`config.mk`:
```
export PLATFORM = sky130hd
export DESIGN_NAME = max_distance_seat_allocator_unit
export DESIGN_NICKNAME = d
export VERILOG_FILES = /design/src/rtl/msa_pkg.sv /design/src/rtl/msa_ctrl.sv /design/src/rtl/msa_datapath.sv /design/src/rtl/max_distance_seat_allocator_unit.sv
export SDC_FILE = /design/constraint.sdc
export NUM_CORES = 1
export LEC_CHECK = 0
export BUFFER_PORTS_ARGS = -buffer_cell sky130_fd_sc_hd__buf_2
export CAP_MARGIN = 20
export CELL_PAD_IN_SITES_DETAIL_PLACEMENT = 0
export CELL_PAD_IN_SITES_GLOBAL_PLACEMENT = 1
export CORE_MARGIN = 1
export CORE_UTILIZATION = 52
export CTS_CLUSTER_SIZE = 14
export DETAILED_ROUTE_END_ITERATION = 12
export GPL_TIMING_DRIVEN = 0
export PLACE_DENSITY = 0.84
export SETUP_SLACK_MARGIN = 0.2
export SYNTH_ARGS = -nofsm -noshare
export SYNTH_HDL_FRONTEND = slang
export SYNTH_HIERARCHICAL = 1
export SYNTH_SLANG_ARGS = --single-unit
```
`constraint.sdc`:
```
create_clock -name clock -period 13.6 [get_ports clock]
set_clock_uncertainty 0.05 [all_clocks]
set_input_delay 1.36 -clock clock [delete_from_list [all_inputs] [get_ports clock]]
set_output_delay 1.36 -clock clock [all_outputs]
set_load 0.02 [all_outputs]
```
`src/rtl/msa_pkg.sv`:
```
// Package for the max-distance seat allocator: status and command codes,
// controller state type and the command/status bundles between modules.
// No dependencies.
`default_nettype none

package msa_pkg;

   localparam int unsigned SEAT_IN_W = 8;
   localparam int unsigned CFG_W     = 9;
   localparam int unsigned STATUS_W  = 2;

   localparam logic [CFG_W-1:0] SEAT_COUNT_RESET = 9'd256;

   localparam logic CMD_TAKE    = 1'b0;
   localparam logic CMD_RELEASE = 1'b1;

   localparam logic [STATUS_W-1:0] ST_OK   = 2'd0;
   localparam logic [STATUS_W-1:0] ST_FULL = 2'd1;
   localparam logic [STATUS_W-1:0] ST_BAD  = 2'd2;

   typedef enum logic [2:0] {
      S_CLEAR,
      S_IDLE,
      S_SCAN,
      S_DRAIN,
      S_REL_READ,
      S_FINISH
   } msa_state_type;

   typedef struct packed {
      logic clear;      // clearing pass: zero one map entry
      logic start;      // item accepted: latch it and reset the scan
      logic scan_read;  // read the next seat of the map
      logic rel_read;   // read the seat named by a release
      logic finish;     // load the result and update the map
   } msa_cmd_type;

   typedef struct packed {
      logic clear_last;
      logic scan_last;
      logic out_free;
   } msa_stat_type;

endpackage

`default_nettype wire

```
`src/rtl/msa_ctrl.sv`:
```
// Controller of the seat allocator: sequences the clearing pass, the map
// scan for take and the read-modify-write for release. Uses msa_pkg.
`default_nettype none

module msa_ctrl
   import msa_pkg::*;
(
   input  wire logic         clock,
   input  wire logic         reset,
   input  wire logic         req_tvalid,
   input  wire logic         req_tuser,
   output logic              req_tready,
   input  wire msa_stat_type stat,
   output msa_cmd_type       cmd
);

   msa_state_type state_ff;
   msa_state_type state_in;

   always_ff @(posedge clock) begin
      if (reset) begin
         state_ff <= S_CLEAR;
      end else begin
         state_ff <= state_in;
      end
   end

   always_comb begin
      state_in = state_ff;
      unique case (state_ff)
         S_CLEAR: begin
            if (stat.clear_last) state_in = S_IDLE;
         end
         S_IDLE: begin
            if (req_tvalid) begin
               state_in = (req_tuser == CMD_RELEASE) ? S_REL_READ : S_SCAN;
            end
         end
         S_SCAN: begin
            if (stat.scan_last) state_in = S_DRAIN;
         end
         S_DRAIN:    state_in = S_FINISH;
         S_REL_READ: state_in = S_FINISH;
         S_FINISH: begin
            if (stat.out_free) state_in = S_IDLE;
         end
         default:    state_in = S_CLEAR;
      endcase
   end

   always_comb begin
      cmd        = '0;
      req_tready = 1'b0;
      unique case (state_ff)
         S_CLEAR:    cmd.clear = 1'b1;
         S_IDLE: begin
            req_tready = 1'b1;
            cmd.start  = req_tvalid;
         end
         S_SCAN:     cmd.scan_read = 1'b1;
         S_DRAIN:    cmd = '0;
         S_REL_READ: cmd.rel_read = 1'b1;
         S_FINISH:   cmd.finish = stat.out_free;
         default:    cmd = '0;
      endcase
   end

endmodule

`default_nettype wire

```
`src/rtl/msa_datapath.sv`:
```
// Datapath of the seat allocator: occupancy memory, seat-count register,
// gap tracking for the scan and the result register. Uses msa_pkg.
`default_nettype none

module msa_datapath
   import msa_pkg::*;
#(
   parameter int unsigned MAX_SEATS = 256,
   parameter int unsigned SEAT_W    = 8,
   parameter int unsigned CMP_W     = 9
) (
   input  wire logic                 clock,
   input  wire logic                 reset,
   input  wire msa_cmd_type          cmd,
   output msa_stat_type              stat,
   input  wire logic                 csr_wr_en,
   input  wire logic [CFG_W-1:0]     csr_wr_data,
   input  wire logic                 req_tuser,
   input  wire logic [SEAT_IN_W-1:0] req_tdata,
   output logic                      rsp_tvalid,
   input  wire logic                 rsp_tready,
   output logic [SEAT_IN_W-1:0]      rsp_tdata,
   output logic [STATUS_W-1:0]       rsp_tuser
);

   localparam logic [CMP_W-1:0]  MAX_WIDE  = CMP_W'(MAX_SEATS);
   localparam logic [SEAT_W-1:0] LAST_SEAT = SEAT_W'(MAX_SEATS - 1);

   logic                  mem [MAX_SEATS];
   logic                  mem_we;
   logic [SEAT_W-1:0]     mem_waddr;
   logic                  mem_wdata;
   logic                  mem_re;
   logic [SEAT_W-1:0]     mem_raddr;
   logic                  rdata_ff;

   logic [CFG_W-1:0]      csr_ff;
   logic [CMP_W-1:0]      n_eff;
   logic [CMP_W-1:0]      req_wide;

   logic [SEAT_W-1:0]     idx_ff,       idx_in;
   logic                  pvalid_ff;
   logic [SEAT_W-1:0]     pidx_ff;
   logic                  is_rel_ff;
   logic [SEAT_IN_W-1:0]  seat_in_ff;
   logic [SEAT_W-1:0]     rel_addr_ff;
   logic                  in_range_ff;
   logic [SEAT_W-1:0]     n_last_ff;

   logic                  any_ff,       any_in;
   logic [SEAT_W-1:0]     last_ff,      last_in;
   logic [SEAT_W-1:0]     best_dist_ff, best_dist_in;
   logic [SEAT_W-1:0]     best_seat_ff, best_seat_in;
   logic [SEAT_W-1:0]     gap_d;

   logic [SEAT_W-1:0]     end_d;
   logic [SEAT_W-1:0]     fin_dist;
   logic [SEAT_W-1:0]     fin_seat;
   logic                  rel_ok;
   logic [SEAT_IN_W-1:0]  res_seat;
   logic [STATUS_W-1:0]   res_status;

   logic                  rsp_valid_ff;
   logic [SEAT_IN_W-1:0]  rsp_seat_ff;
   logic [STATUS_W-1:0]   rsp_status_ff;

   // Seat count saturated to the range one to MAX_SEATS.
   always_comb begin
      if (csr_ff == '0) begin
         n_eff = CMP_W'(1);
      end else if (CMP_W'(csr_ff) > MAX_WIDE) begin
         n_eff = MAX_WIDE;
      end else begin
         n_eff = CMP_W'(csr_ff);
      end
   end

   assign req_wide = CMP_W'(req_tdata);

   always_ff @(posedge clock) begin
      if (reset) begin
         csr_ff <= SEAT_COUNT_RESET;
      end else if (csr_wr_en) begin
         csr_ff <= csr_wr_data;
      end
   end

   // Occupancy memory: one write and one registered read per cycle.
   always_ff @(posedge clock) begin
      if (mem_we) mem[mem_waddr] <= mem_wdata;
      if (mem_re) rdata_ff <= mem[mem_raddr];
   end

   assign mem_re    = cmd.scan_read | cmd.rel_read;
   assign mem_raddr = cmd.scan_read ? idx_ff : rel_addr_ff;

   // Seat counter shared by the clearing pass and the scan.
   always_comb begin
      idx_in = idx_ff;
      if (cmd.start) begin
         idx_in = '0;
      end else if (cmd.clear || cmd.scan_read) begin
         idx_in = idx_ff + SEAT_W'(1);
      end
   end

   always_ff @(posedge clock) begin
      if (reset) begin
         idx_ff    <= '0;
         pvalid_ff <= 1'b0;
      end else begin
         idx_ff    <= idx_in;
         pvalid_ff <= cmd.scan_read;
      end
   end

   always_ff @(posedge clock) begin
      pidx_ff <= idx_ff;
      if (cmd.start) begin
         is_rel_ff   <= req_tuser;
         seat_in_ff  <= req_tdata;
         rel_addr_ff <= SEAT_W'(req_wide);
         in_range_ff <= req_wide < n_eff;
         n_last_ff   <= SEAT_W'(n_eff - CMP_W'(1));
      end
   end

   // Gap tracking: each occupied seat closes the gap that started at the
   // previous one; the gap in front of the first occupied one goes to seat 0.
   assign gap_d = (pidx_ff - last_ff) >> 1;

   always_comb begin
      any_in       = any_ff;
      last_in      = last_ff;
      best_dist_in = best_dist_ff;
      best_seat_in = best_seat_ff;
      if (cmd.start) begin
         any_in       = 1'b0;
         last_in      = '0;
         best_dist_in = '0;
         best_seat_in = '0;
      end else if (pvalid_ff && rdata_ff) begin
         if (!any_ff) begin
            any_in       = 1'b1;
            best_dist_in = pidx_ff;
            best_seat_in = '0;
         end else if (gap_d > best_dist_ff) begin
            best_dist_in = gap_d;
            best_seat_in = last_ff + gap_d;
         end
         last_in = pidx_ff;
      end
   end

   always_ff @(posedge clock) begin
      if (reset) begin
         any_ff <= 1'b0;
      end else begin
         any_ff <= any_in;
      end
      last_ff      <= last_in;
      best_dist_ff <= best_dist_in;
      best_seat_ff <= best_seat_in;
   end

   // Final choice: the gap after the last occupied seat picks the last seat only if strictly wider.
   assign end_d = n_last_ff - last_ff;

   always_comb begin
      if (end_d > best_dist_ff) begin
         fin_dist = end_d;
         fin_seat = n_last_ff;
      end else begin
         fin_dist = best_dist_ff;
         fin_seat = best_seat_ff;
      end
   end

   assign rel_ok = in_range_ff & rdata_ff;

   always_comb begin
      mem_we     = 1'b0;
      mem_waddr  = idx_ff;
      mem_wdata  = 1'b0;
      res_seat   = seat_in_ff;
      res_status = ST_OK;
      if (cmd.clear) begin
         mem_we = 1'b1;
      end else if (is_rel_ff == CMD_RELEASE) begin
         res_status = rel_ok ? ST_OK : ST_BAD;
         mem_we     = cmd.finish & rel_ok;
         mem_waddr  = rel_addr_ff;
      end else if (!any_ff) begin
         res_seat  = '0;
         mem_we    = cmd.finish;
         mem_waddr = '0;
         mem_wdata = 1'b1;
      end else if (fin_dist == '0) begin
         res_seat   = '0;
         res_status = ST_FULL;
      end else begin
         res_seat  = SEAT_IN_W'(fin_seat);
         mem_we    = cmd.finish;
         mem_waddr = fin_seat;
         mem_wdata = 1'b1;
      end
   end

   always_ff @(posedge clock) begin
      if (reset) begin
         rsp_valid_ff <= 1'b0;
      end else if (cmd.finish) begin
         rsp_valid_ff <= 1'b1;
      end else if (rsp_tready) begin
         rsp_valid_ff <= 1'b0;
      end
   end

   always_ff @(posedge clock) begin
      if (cmd.finish) begin
         rsp_seat_ff   <= res_seat;
         rsp_status_ff <= res_status;
      end
   end

   assign rsp_tvalid = rsp_valid_ff;
   assign rsp_tdata  = rsp_seat_ff;
   assign rsp_tuser  = rsp_status_ff;

   assign stat.clear_last = (idx_ff == LAST_SEAT);
   assign stat.scan_last  = (idx_ff == n_last_ff);
   assign stat.out_free   = ~rsp_valid_ff | rsp_tready;

endmodule

`default_nettype wire

```
`src/rtl/max_distance_seat_allocator_unit.sv`:
```
// Top level of the max-distance seat allocator: controller and datapath.
// Depends on msa_pkg, msa_ctrl and msa_datapath.
//
//   Channel   Direction  tdata (low bit up)   tuser (low bit up)
//   req_      in         seat_in[7:0]         command[0]
//   rsp_      out        seat_out[7:0]        status[1:0]
//   csr_      in         seat_count[8:0]      -
//
// In a take the scan reads the occupancy memory one seat per cycle through
// its read port, over all seats below the effective seat count. A release
// takes one read and one write of the memory. After reset a clearing pass
// zeroes all MAX_SEATS entries of the memory; req_tready stays low meanwhile.
// One item is in work at a time; a result waits in the output register, and
// the next item is accepted meanwhile.
`default_nettype none

module max_distance_seat_allocator_unit
   import msa_pkg::*;
#(
   parameter int unsigned MAX_SEATS = 256
) (
   input  wire logic                 clock,
   input  wire logic                 reset,
   input  wire logic                 req_tvalid,
   output logic                      req_tready,
   input  wire logic [SEAT_IN_W-1:0] req_tdata,   // seat_in[7:0]
   input  wire logic                 req_tuser,   // command[0]
   output logic                      rsp_tvalid,
   input  wire logic                 rsp_tready,
   output logic [SEAT_IN_W-1:0]      rsp_tdata,   // seat_out[7:0]
   output logic [STATUS_W-1:0]       rsp_tuser,   // status[1:0]
   input  wire logic                 csr_wr_en,
   input  wire logic [CFG_W-1:0]     csr_wr_data  // seat_count[8:0]
);

   localparam int unsigned SEAT_W = $clog2(MAX_SEATS);
   localparam int unsigned CNT_W  = $clog2(MAX_SEATS + 1);
   localparam int unsigned CMP_W  = (CNT_W > CFG_W) ? CNT_W : CFG_W;

   msa_cmd_type  cmd;
   msa_stat_type stat;

   msa_ctrl u_ctrl (
      .clock      (clock),
      .reset      (reset),
      .req_tvalid (req_tvalid),
      .req_tuser  (req_tuser),
      .req_tready (req_tready),
      .stat       (stat),
      .cmd        (cmd)
   );

   msa_datapath #(
      .MAX_SEATS (MAX_SEATS),
      .SEAT_W    (SEAT_W),
      .CMP_W     (CMP_W)
   ) u_datapath (
      .clock       (clock),
      .reset       (reset),
      .cmd         (cmd),
      .stat        (stat),
      .csr_wr_en   (csr_wr_en),
      .csr_wr_data (csr_wr_data),
      .req_tuser   (req_tuser),
      .req_tdata   (req_tdata),
      .rsp_tvalid  (rsp_tvalid),
      .rsp_tready  (rsp_tready),
      .rsp_tdata   (rsp_tdata),
      .rsp_tuser   (rsp_tuser)
   );

   // The clearing pass must hold off input items right after reset.
   a_clear_blocks_input: assert property (@(posedge clock) disable iff (reset)
      $past(reset) |-> !req_tready)
      else $error("input accepted during the clearing pass");

   // Only one item is in work at a time.
   a_one_item: assert property (@(posedge clock) disable iff (reset)
      req_tvalid && req_tready |=> !req_tready)
      else $error("second item accepted while one is in work");

   a_status_code: assert property (@(posedge clock) disable iff (reset)
      rsp_tvalid |-> (rsp_tuser == ST_OK || rsp_tuser == ST_FULL ||
                      rsp_tuser == ST_BAD))
      else $error("undefined status code on the result");

   a_full_seat_zero: assert property (@(posedge clock) disable iff (reset)
      rsp_tvalid && rsp_tuser == ST_FULL |-> rsp_tdata == '0)
      else $error("room-full result carries a non-zero seat");

endmodule

`default_nettype wire

```
==> results.yml <==
detailed_routing:
  drt-initial-drc-count: 1050
  drtPass1Iterations: 6
  routedWlPerCell_um: 22.2
  wirelength_um: 41200
  drc: 0
  num_vias: 11268
  via_per_inst: 6.07
  ant_nets: 0
floorplanning:
  die_area_um2: 33000
  die_x_um: 182
  io-pin-count: 35
  row_count: 65
  fp.dieH_um: 182
  start_util: 0.531
  design.core.area_um2: 31600
place:
  place_area_um2: 17600
  globalplace.congestion: 0.913
  dp_hpwl_um: 28600
  io_buffer_count: 33
status:
  status: "complete, no violations"
run:
  maxCapViolCount: 0
sta:
  slew_violations: 0
  setup_viol: 0
  slew_headroom: 0.254
  post-route-min-period_ns: 5.64
  whs_ns: 0.295
  finalHoldViolations: 0
  finalCritPeriodShare: 0.414
  rsz0062_at_grt: "false"
  tightest_slew_ns: 1.12
  timing.fmax_mhz: 177
clock_tree:
  clkLatencyLatePin_ns: 0.52
  htreeDepth: 2
  cts_tree: "built"
  clk_pin_slew_worst_paths_ns: 0.06
  cts_setup_buffers: 0
  cts_root_buffer: "clkbuf_16"
  clockBufferDepth: 3
  clock-sinks: 340
  cts_buffers: 37
  cts_resized: 0
  holdBufCountCts: 0
critical_path:
  cp.required_ns: 13.78
  cp-end-kind: "flop"
  arrival_ns: 5.81
  reg2reg_depth: 20
  endpoint: "u_datapath/mem[55]"
  cp-start-kind: "flop"
  r2r_end: "u_datapath/mem[55]"
  regToRegSetupSlack_ns: 7.96
  crit_path_max_fanout: 10
  path_class: "flop to flop"
  crit_start: "u_datapath/n_last_ff[0]"
  reg2reg_from: "u_datapath/n_last_ff[0]"
logic_synthesis:
  synth_ff_type: "edfxtp_1"
  avgSynthCellArea_um2: 12.5
  synth_seq_area_share: 0.575
  netlist_instances: 1348
  ys_seq_elements: 340
  synth_fp_nets: 1418
  synth-edff-count: 285
  synthArstFlopShare: 0
  synth_area_um2: 16800
  synth_cell_types: 86
  ys_warn_count: 6
power_and_ir_drop:
  power.leakage_nw: 6.67
  peakVddDrop_uv: 93.7
  pwr_density_cell_nw_per_um2: 120
  total_power_mw: 2.26
layout:
  fill_cells: 2541
  nets: 1498
  antennaDiodeCount: 0
  design_area_um2: 18800
  final_common_cell: "nor2_1"
  drive_above_1_share: 0.172
  syn_to_final_growth_pct: 11.7
  mostFrequentLayoutCells: "nor2_1, edfxtp_1, buf_2"
grt:
  grt_pass1_wl_um: 63400
  grt_pass1_vias: 10966
  grt_remaining_overflow: 0
  grt_usage: 0.256
  antenna_found_initial: 0
  grt_max_degree: 49
worst_hold_path:
  hold_class: "flop to flop"
[synth_stat cells, types with 6 or more instances]
library cell | n | area, um^2
mux2i_1 | 31 | 310
dfxtp_1 | 55 | 1100
ha_1 | 44 | 551
nand3_1 | 28 | 140
o211ai_1 | 6 | 45.0
nand2b_1 | 18 | 113
nor3_1 | 7 | 35.0
nor3b_1 | 7 | 52.6
buf_2 | 42 | 210
or4_1 | 7 | 52.6
mux4_2 | 64 | 1440
nor2b_1 | 9 | 56.3
a221oi_1 | 10 | 87.6
nor2_1 | 297 | 1110
a211oi_1 | 11 | 82.6
a22oi_1 | 23 | 173
o21a_1 | 8 | 60.1
nor2_4 | 10 | 113
xnor2_1 | 28 | 245
xor2_1 | 6 | 52.6
clkbuf_1 | 39 | 146
inv_1 | 37 | 139
a21o_1 | 8 | 60.1
edfxtp_1 | 285 | 8560
o21ai_0 | 21 | 105
nand4_1 | 9 | 56.3
mux2_2 | 6 | 67.6
a21oi_1 | 49 | 245
a22o_1 | 9 | 78.8
nand2_1 | 53 | 199
or2_2 | 6 | 37.5
nand3b_1 | 13 | 97.6
[flip-flops by register name, summed over array words and instances (netlist names)]
| signal | count |
|---|---|
| u_datapath/any_ff | 1 |
| u_datapath/idx_ff | 8 |
| u_datapath/n_last_ff | 8 |
| u_datapath/csr_ff | 9 |
| u_datapath/rsp_tdata | 8 |
| u_datapath/in_range_ff | 1 |
| u_datapath/mem | 256 |
| u_datapath/is_rel_ff | 1 |
| u_datapath/last_ff | 8 |
| u_datapath/pvalid_ff | 1 |
| u_datapath/best_seat_ff | 8 |
| u_datapath/rel_addr_ff | 8 |
| u_datapath/pidx_ff | 8 |
| u_datapath/best_dist_ff | 8 |
| u_ctrl/state_ff | 3 |
| u_datapath/rdata_ff | 1 |
| u_datapath/rsp_tvalid | 1 |
| u_datapath/rsp_tuser | 2 |
[area by class of cell]
class                      count  area, um^2  share of cell area
sequential                   340        9660               0.515
timing repair buffer          41         299              0.0159
clock buffer                  55        1050              0.0558
clock inverter                11         105             0.00560
tap                          402         503              0.0268
multi-input combinational    876        6550               0.349
inverter                      37         139             0.00740
buffer                        95         462              0.0246
[power by group]
| group | switching (mW) | leakage [nW] | internal, mW |
|---|---|---|---|
| sequential | 0.0102 | 3.41 | 1.12 |
| combinational | 0.0993 | 2.71 | 0.0732 |
| clock | 0.394 | 0.555 | 0.555 |
| total | 0.504 | 6.67 | 1.75 |
[critical path, cell delays in order, from the launching register on]
cell and delay, ns:
edfxtp_1 0.43, inv_1 0.19, ha_1 0.20, inv_1 0.06, fa_1 0.41, a211oi_2 0.30
or4_1 0.16, nand3_1 0.10, ha_1 0.32, o21a_1 0.19, a21oi_1 0.33, nor2_1 0.11
nor2_1 0.26, buf_4 0.24, nor2_1 0.05, o21ai_0 0.22, o211a_1 0.37, buf_1 0.42
nand3b_1 0.35, clkbuf_1 0.36, nor2_1 0.20
[worst min path at each step]
stage / startpoint / endpoint / slack [ns] / cells past startpoint
after floorplan: u_datapath/idx_ff[2] / u_datapath/pidx_ff[2] / 0.28 / 0
after global placement: u_datapath/idx_ff[7] / u_datapath/pidx_ff[7] / 0.28 / 0
after detailed placement: u_datapath/idx_ff[7] / u_datapath/pidx_ff[7] / 0.29 / 0
after CTS: u_datapath/idx_ff[7] / u_datapath/pidx_ff[7] / 0.30 / 0
after global routing: u_datapath/idx_ff[7] / u_datapath/pidx_ff[7] / 0.31 / 0
final: u_datapath/idx_ff[7] / u_datapath/pidx_ff[7] / 0.30 / 0
[through the flow]
stage / utilization / setup slack, ns / instances / TNS (ns)
finish: 0.593 / 7.96 / 1857 / 0
CTS: 0.593 / 8.00 / 1856 / 0
floorplan: - / 2.14 / 1348 / 0
global placement: 0.552 / -2.80 / 1783 / -715.49
detailed placement: 0.556 / 8.03 / 1790 / 0
global route: 0.593 / 7.53 / 1857 / 0
[kinds of logic (layout without fill, tap and decap cells)]
group,after synthesis,after routing,synth area share
simple gates,502,502,0.144
flops,340,340,0.575
buf+inv,132,239,0.0358
fa+ha+maj,47,47,0.0364
xor+xnor,35,35,0.0187
mux,103,103,0.110
compound gates,189,189,0.0801
[routing by layer]
metal	part of all wire	track usage	up-vias
met5	0	0	-
met4	0.023	0.0705	0
met3	0.084	0.0481	66
met2	0.46	0.399	447
met1	0.44	0.368	5609
li1	-	-	5146
No activity file was read; power rests on OpenSTA's default activity.
